File: src/rtl/crcdf_pkg.sv
// ----------------------------------------------------------------------------
// crcdf_pkg
// Types, constants and the CRC-16/CCITT-FALSE byte update for the deframer.
// ----------------------------------------------------------------------------
`default_nettype none

package crcdf_pkg;

  localparam logic [15:0] CRC_INIT = 16'hFFFF;
  localparam logic [15:0] CRC_POLY = 16'h1021;
  localparam logic [15:0] CRC_TOP  = 16'h8000;

  typedef enum logic [2:0] {
    PH_CMD = 3'd0,
    PH_SEQ = 3'd1,
    PH_LEN = 3'd2,
    PH_PAY = 3'd3,
    PH_CLO = 3'd4,
    PH_CHI = 3'd5
  } phase_t;

  typedef enum logic {
    KIND_PAYLOAD   = 1'b0,
    KIND_FRAME_END = 1'b1
  } kind_t;

  typedef enum logic {
    ST_OK      = 1'b0,
    ST_CRC_ERR = 1'b1
  } status_t;

  typedef struct packed {
    logic [7:0] rx_byte;
    logic       restart;
  } in_item_t;

  typedef struct packed {
    logic       kind;
    logic [7:0] payload_byte;
    logic [7:0] cmd_code;
    logic [7:0] seq_num;
    logic [7:0] payload_len;
    logic       status;
  } out_item_t;

  function automatic logic [15:0] crc_add_byte(input logic [15:0] crc, input logic [7:0] b);
    logic [15:0] c;
    c = crc ^ {b, 8'h00};
    for (int k = 0; k < 8; k++) begin
      if ((c & CRC_TOP) != 16'h0000) begin
        c = {c[14:0], 1'b0} ^ CRC_POLY;
      end else begin
        c = {c[14:0], 1'b0};
      end
    end
    return c;
  endfunction

endpackage

`default_nettype wire

File: src/rtl/crc16_frame_deframer_top.sv
// ----------------------------------------------------------------------------
// crc16_frame_deframer_top
// Parses cmd/seq/len/payload/crc_lo/crc_hi frames from a byte stream,
// forwards payload bytes and reports a frame-end result with the CRC check.
// ----------------------------------------------------------------------------
// Latency: a result is valid on the cycle after its byte is transferred.
// Throughput: one byte per cycle; the input stalls only while a held result
//   is stalled at the output register.
// Reset: synchronous, active low; parser returns to expecting a command byte,
//   CRC to 0xFFFF, output register empty.
`default_nettype none

module crc16_frame_deframer_top (
  input  wire logic                  clk,
  input  wire logic                  rst_n,
  input  wire logic                  in_valid,
  output logic                       in_stall,
  input  wire crcdf_pkg::in_item_t   in_data,
  output logic                       out_valid,
  input  wire logic                  out_stall,
  output crcdf_pkg::out_item_t       out_data
);
  import crcdf_pkg::*;

  phase_t      phase_r, phase_nxt;
  logic [7:0]  held_cmd_r, held_cmd_nxt;
  logic [7:0]  held_seq_r, held_seq_nxt;
  logic [7:0]  held_len_r, held_len_nxt;
  logic [7:0]  bytes_left_r, bytes_left_nxt;
  logic [15:0] crc_r, crc_nxt;
  logic [7:0]  crc_lo_r, crc_lo_nxt;
  logic        out_valid_r, out_valid_nxt;
  out_item_t   out_data_r, out_data_nxt;

  logic        in_xfer;
  logic        res_vld;
  out_item_t   res;
  phase_t      ph;
  logic [7:0]  left_dec;
  logic [15:0] crc_upd;
  logic [15:0] crc_recv;

  assign in_stall = out_valid_r && out_stall;
  assign in_xfer  = in_valid && !in_stall;
  assign out_valid = out_valid_r;
  assign out_data  = out_data_r;

  always_comb begin
    ph       = in_data.restart ? PH_CMD : phase_r;
    left_dec = bytes_left_r - 8'd1;
    crc_upd  = crc_add_byte((ph == PH_PAY) ? crc_r : CRC_INIT, in_data.rx_byte);
    crc_recv = {in_data.rx_byte, crc_lo_r};

    phase_nxt      = phase_r;
    held_cmd_nxt   = held_cmd_r;
    held_seq_nxt   = held_seq_r;
    held_len_nxt   = held_len_r;
    bytes_left_nxt = bytes_left_r;
    crc_nxt        = crc_r;
    crc_lo_nxt     = crc_lo_r;
    res_vld        = 1'b0;
    res.kind         = KIND_PAYLOAD;
    res.payload_byte = 8'h00;
    res.cmd_code     = held_cmd_r;
    res.seq_num      = held_seq_r;
    res.payload_len  = held_len_r;
    res.status       = ST_OK;

    unique case (ph)
      PH_SEQ: begin
        held_seq_nxt = in_data.rx_byte;
        phase_nxt    = PH_LEN;
      end
      PH_LEN: begin
        held_len_nxt   = in_data.rx_byte;
        bytes_left_nxt = in_data.rx_byte;
        phase_nxt      = (in_data.rx_byte == 8'h00) ? PH_CLO : PH_PAY;
      end
      PH_PAY: begin
        crc_nxt          = crc_upd;
        bytes_left_nxt   = left_dec;
        phase_nxt        = (left_dec == 8'h00) ? PH_CLO : PH_PAY;
        res_vld          = 1'b1;
        res.payload_byte = in_data.rx_byte;
      end
      PH_CLO: begin
        crc_lo_nxt = in_data.rx_byte;
        phase_nxt  = PH_CHI;
      end
      PH_CHI: begin
        phase_nxt  = PH_CMD;
        res_vld    = 1'b1;
        res.kind   = KIND_FRAME_END;
        res.status = (crc_recv != crc_r) ? ST_CRC_ERR : ST_OK;
      end
      default: begin
        held_cmd_nxt   = in_data.rx_byte;
        held_seq_nxt   = 8'h00;
        held_len_nxt   = 8'h00;
        bytes_left_nxt = 8'h00;
        crc_lo_nxt     = 8'h00;
        crc_nxt        = crc_upd;
        phase_nxt      = PH_SEQ;
      end
    endcase

    out_valid_nxt = out_valid_r && out_stall;
    out_data_nxt  = out_data_r;
    if (in_xfer && res_vld) begin
      out_valid_nxt = 1'b1;
      out_data_nxt  = res;
    end
  end

  always_ff @(posedge clk) begin
    if (!rst_n) begin
      phase_r      <= PH_CMD;
      held_cmd_r   <= 8'h00;
      held_seq_r   <= 8'h00;
      held_len_r   <= 8'h00;
      bytes_left_r <= 8'h00;
      crc_r        <= CRC_INIT;
      crc_lo_r     <= 8'h00;
      out_valid_r  <= 1'b0;
    end else begin
      if (in_xfer) begin
        phase_r      <= phase_nxt;
        held_cmd_r   <= held_cmd_nxt;
        held_seq_r   <= held_seq_nxt;
        held_len_r   <= held_len_nxt;
        bytes_left_r <= bytes_left_nxt;
        crc_r        <= crc_nxt;
        crc_lo_r     <= crc_lo_nxt;
      end
      out_valid_r <= out_valid_nxt;
    end
  end

  always_ff @(posedge clk) begin
    out_data_r <= out_data_nxt;
  end

  a_stall_only_when_held: assert property (@(posedge clk) disable iff (!rst_n)
    in_stall |-> out_valid_r)
    else $error("input stalled with empty output register");

  a_pay_has_bytes: assert property (@(posedge clk) disable iff (!rst_n)
    (phase_r == PH_PAY) |-> (bytes_left_r != 8'h00))
    else $error("payload phase with no bytes left");

  a_chi_gives_end: assert property (@(posedge clk) disable iff (!rst_n)
    (in_xfer && !in_data.restart && phase_r == PH_CHI)
      |=> (out_valid_r && out_data_r.kind == KIND_FRAME_END))
    else $error("CRC high byte gave no frame-end result");

  a_end_fields: assert property (@(posedge clk) disable iff (!rst_n)
    (out_valid_r && out_data_r.kind == KIND_FRAME_END) |-> (out_data_r.payload_byte == 8'h00))
    else $error("frame-end result carries a payload byte");

  a_pay_status: assert property (@(posedge clk) disable iff (!rst_n)
    (out_valid_r && out_data_r.kind == KIND_PAYLOAD) |-> (out_data_r.status == ST_OK))
    else $error("payload result carries an error status");

endmodule

`default_nettype wire
File: config.mk
export PLATFORM = sky130hd
export DESIGN_NAME = crc16_frame_deframer_top
export DESIGN_NICKNAME = d
export VERILOG_FILES = /design/src/rtl/crcdf_pkg.sv /design/src/rtl/crc16_frame_deframer_top.sv
export SDC_FILE = /design/constraint.sdc
export NUM_CORES = 1
export LEC_CHECK = 0
export BUFFER_PORTS_ARGS = -buffer_cell sky130_fd_sc_hd__buf_4
export CELL_PAD_IN_SITES_DETAIL_PLACEMENT = 1
export CELL_PAD_IN_SITES_GLOBAL_PLACEMENT = 1
export CORE_MARGIN = 2
export CORE_UTILIZATION = 49
export CTS_CLUSTER_SIZE = 24
export DETAILED_ROUTE_END_ITERATION = 10
export GPL_TIMING_DRIVEN = 0
export PLACE_DENSITY = 0.86
export RECOVER_POWER = 25
export SLEW_MARGIN = 10
export SYNTH_ARGS = -nofsm -noshare
export SYNTH_HDL_FRONTEND = slang
export SYNTH_SLANG_ARGS = --single-unit
File: constraint.sdc
create_clock -name clk -period 6.9 [get_ports clk]
set_input_delay 1.38 -clock clk [delete_from_list [all_inputs] [get_ports clk]]
set_output_delay 1.38 -clock clk [all_outputs]
set_load 0.05 [all_outputs]
* Yosys cells after proc, flatten, opt, wreduce, memory -nomap -nowiden *
Index checks and enable logic that the tools add are counted.
W data, S select, Z words.

word-level totals
  bits in registers = 94
  bits of input ports = 13
  logic and storage cells = 76

operators by class
  bitwise logic cells = 15
  multiplexer cells = 21
  $add $sub $neg = 1
  eq/ne operators = 6
  reductions and logical operators = 19

operators by type and width
  operator               count
  $mux W13               8
  $pmux W8 S2            3
  $not A3 Y3             8
  $pmux W8 S3            1
  $logic_not A8 Y1       2
  $mux W16               1
  $ne A16 B16 Y1         1
  $reduce_or A4 Y1       4
  $xor A16 B16 Y16       1
  $pmux W3 S5            1
  $reduce_and A2 Y1      6
  $mux W3                3
  $sub A8 B1 Y8 const B  1
  $eq A3 B2 Y1 const B   2
  $eq A3 B3 Y1 const B   2
  $not A1 Y1             6
  $reduce_or A5 Y1       1
  $mux W1                4
  $eq A3 B1 Y1 const B   1
  $logic_and A1 B1 Y1    3
  $reduce_or A3 Y1       1
  $reduce_or A2 Y1       1
  $logic_not A1 Y1       1

* Depth between registers and ports, before layout *
  depth in word-level cells = 20
  depth in mapped cells = 7
  gate-level depth less buffers = 6

* Least setup slack after synthesis *
OpenSTA, ideal clock, no wires.

  kind = input to register
  start point = input port in_data[0] (netlist name)
  end point = register out_data_r (netlist bit out_data[0]) (enable)
  data required time = 6.462 ns
  setup time = 0.438 ns
  arrival time = 3.804 ns
  stages = 4
  slack = 2.658 ns
  cell sequence = buf_2 > nor3b_2 > nand2_1 > a21oi_1

between the ends
  longest elaborated chain between the ends = 5
  elaborated cells on any way between the ends = 6

RTL lines
  what                                          RTL line                         text
  start, declared                               crc16_frame_deframer_top.sv:18   input wire crcdf_pkg::in_item_t in_data,
  $mux W3 *                                     crc16_frame_deframer_top.sv:49   ph = in_data.restart ? PH_CMD : phase_r;
  $eq A3 B2 Y1 or $eq A3 B3 Y1 (tied branches)  crc16_frame_deframer_top.sv:69   unique case (ph)
  $reduce_or A2 Y1 (no source line) *           n/a
  $mux W1 *                                     crc16_frame_deframer_top.sv:69
  $logic_and A1 B1 Y1 *                         crc16_frame_deframer_top.sv:109  if (in_xfer && res_vld) begin
  end signal, assigned                          crc16_frame_deframer_top.sv:140  out_data_r <= out_data_nxt;
  end, declared                                 crc16_frame_deframer_top.sv:33   out_item_t out_data_r, out_data_nxt;

Every way passes the cells marked *; elsewhere a longest branch is shown, timed or not.
A chain may end at the register's enable or synchronous reset.

* Final worst setup path *
  start point = input port out_stall
  end point = output port in_stall

between the ends
  longest elaborated chain between the ends = 1

RTL lines
  what                 RTL line                        text
  start, declared      crc16_frame_deframer_top.sv:20  input wire logic out_stall,
  $logic_and A1 B1 Y1  crc16_frame_deframer_top.sv:43  assign in_stall = out_valid_r && out_stall;
  end, declared        crc16_frame_deframer_top.sv:17  output logic in_stall,

Every way passes these cells.

==> impl_metrics.tcl <==
set metrics [dict create \
    cp_cell_sequence "buf_4 -> and2_1 -> buf_4" \
    hold_class "flop to flop" \
    drt_iter0_drc 201 \
    fp.dieH_um 99.6 \
    hold_buffers 0 \
    min_to "out_data[4]" \
    r2r_slack_ns 4.49 \
    syn_area_um2 4480 \
    cts_buffer_depth 2 \
    clk_pin_slew_ns 0.10 \
    numCtsBuffers 9 \
    critPathArrivalTime_ns 1.84 \
    reg2reg_from "phase_r[0]" \
    fin_crit_sh_pct 46.6 \
    critPathMaxStageDelay_ns 0.19 \
    setup_viol 0 \
    maxSlewViolCount 0 \
    gp_congestion 0.916 \
    insertion_delay_ns 0.37 \
    layout-drive-gt1-share_pct 15.6 \
    status "complete, no violations" \
    synth_edf_count 34 \
    critPathSlowestCell "buf_4" \
    required_ns 5.52 \
    ys_ff_latch 94 \
    fin_ws_ns 3.68 \
    min_path_cells 0 \
    worst-r2r-cell-count 5 \
    grt.overflow.total 0 \
    r2r_end "out_data[15]" \
    syn-num-nets 468 \
    grt_setup_unrepaired "false" \
    nNetsFinal 524 \
    ys.flop_type "dfxtp_1" \
    wl_per_cell_um 21.0 \
    root_buffer "clkbuf_8" \
    syn2layout_area_growth_pct 15.1 \
    slew_headroom_pct 48.7 \
    dpl.hpwl_um 9150 \
    vias_per_cell 6.12 \
    finish.utilization_pct 58.6 \
    cp-startpoint "out_stall" \
    fin_skew_ns 0.0115 \
    synthArstFlopShare_pct 0 \
    vias 3809 \
    portBuffers 44 \
    worstHoldStart "held_len_r[3]" \
    cts_tree "built" \
    critical_path.most_common_cell "buf_4" \
    drc 0 \
    grt_max_degree 30 \
    avgSynthCellArea_um2 9.89 \
    groute.usage.overall_pct 27.6 \
    row_count 34 \
    start_util_pct 50.9 \
    drv_cap 0 \
    htree_levels 3 \
    ant_nets 0 \
    ir_drop_uv 105 \
    yosysUniqueCellTypes 56 \
    synthCells 453 \
    hold_violations 0 \
    coreArea_um2 8810 \
    period_needed_ns 3.22 \
    place_ws_ns 3.48 \
    cellPowerDensity_nw_per_um2 216 \
    die_w_um 99.6 \
    cp_max_fo 3 \
    ys_seq_area_share_pct 49.6 \
    cts_setup_buffers 0 \
    firstDrtPassIters 4 \
    ys_warn_count 0 \
    ios 49 \
    drt-total-wl_um 13100 \
    cts-resized-gates 0 \
    fmax_ghz 0.311 \
    worst_setup_path_start_kind "input pin" \
    end_kind "primary output" \
    grt_pass1_vias 3968 \
    clock-sinks 94 \
    antenna_found_initial 0 \
    die_area_um2 9930 \
    p_leak_nw 1.80 \
    tightest_slew_ns 0.767 \
    diodes 0 \
    tns_ns 0 \
    crit_type "input pin to primary output" \
    grt_first_pass_wirelength_um 21300 \
]
==> synth_stat cells (all sizes together), types with 2 or more instances <==
cell	instances	share of area, %
o21a	7	1.2
o21ai	18	2.0
or3	6	1.1
a41oi	2	0.39
ha	2	0.56
o311ai	2	0.39
edfxtp	34	23
nand2b	2	0.28
nor2	22	1.9
a21boi	2	0.34
a31oi	6	0.84
buf	18	2.0
and2	18	2.5
nor3	9	1.0
a211oi	4	0.67
nand3	10	1.1
mux2i	8	1.8
nor3b	9	1.8
inv	7	0.59
nand4	21	2.9
a211o	5	0.98
dfxtp	60	27
a221oi	3	0.59
or4	3	0.50
xnor2	35	6.8
nand2	31	2.6
a21o	3	0.50
o211a	4	0.89
o31ai	14	2.3
nor2b	2	0.28
o211ai	11	1.8
clkbuf	21	1.8
xor2	4	0.78
a21oi	35	4.0
==> sequential cells by signal, indices dropped and copies added, names as in the netlist <==
register,cells
bytes_left_r,8
out_data,34
out_valid,1
held_len_r,8
held_cmd_r,8
phase_r,3
crc_r,16
held_seq_r,8
crc_lo_r,8
==> power breakdown <==
group | switching (W) | internal, W
Clock | 0.000201 | 0.000191
Sequential | 0.0000126 | 0.000583
Combinational | 0.0000789 | 0.0000462
==> per-stage QoR <==
stage          hold WS (ns)  std cells  area [µm²]  total power (W)
5_1_grt               0.446        622        5160          0.00115
3_5_place_dp          0.413        606        4980         0.000731
6_report              0.431        622        5160          0.00111
2_1_floorplan         0.408        453        4480         0.000692
3_3_place_gp          0.413        605        4950         0.000725
4_1_cts               0.433        622        5190          0.00112
==> worst max-delay path: cells and delay by family <==
family	cells	cell delay [ns]
simple gates	1	0.14
buf+inv	2	0.31
==> kinds of logic after synthesis <==
kind of cell | after synthesis | synth area share (%)
fa+ha+maj | 2 | 0.558
simple gates | 140 | 17.5
mux | 9 | 2.04
buf+inv | 46 | 4.38
xor+xnor | 39 | 7.62
compound gates | 123 | 18.3
flops | 94 | 49.6
==> metal layers <==
layer  part of all wire, %  GRT usage [%]  wire length, µm  vias to the layer above
met5                     0              0                0                        -
met4                   1.9           9.80              248                        0
met3                   3.9           4.01              514                       22
met2                    49           46.5             6370                      102
met1                    45           36.3             5950                     1901
li1                      -              -                -                     1784
==> cell usage in the layout (no fill, tap or decap), types with 3 or more instances in the layout <==
cell / n
a211o_1: 5
a211oi_1: 4
a21o_1: 3
a21oi_1: 33
a221oi_1: 3
a31oi_1: 6
and2_0: 8
and2_1: 10
buf_2: 17
buf_4: 36
clkbuf_1: 31
clkbuf_8: 9
dfxtp_1: 60
edfxtp_1: 34
inv_1: 7
mux2i_1: 8
nand2_1: 31
nand3_1: 10
nand4_1: 21
nor2_1: 21
nor3_1: 9
nor3b_1: 6
nor3b_2: 3
o211a_1: 4
o211ai_1: 11
o21a_1: 7
o21ai_0: 8
o21ai_1: 10
o31ai_1: 14
or3_1: 4
or4_1: 3
xnor2_1: 35
xor2_1: 4
==> worst max-delay path by stage <==
stage	end	slack (ns)
after floorplan	out_data[0]	2.66
final	in_stall	3.68
after global placement	out_data[14]	1.60
after CTS	in_stall	3.68
after detailed placement	out_data[14]	3.48
after global routing	in_stall	3.66
==> final cells by class <==
class / instances / area, µm²
fill: 1017 / 3650
sequential: 94 / 2220
buffer: 39 / 169
inverter: 7 / 26.3
multi-input combinational: 313 / 2070
clock inverter: 4 / 53.8
timing repair buffer: 45 / 320
tap: 108 / 135
clock buffer: 12 / 156
(Power assumes the default switching activity.)
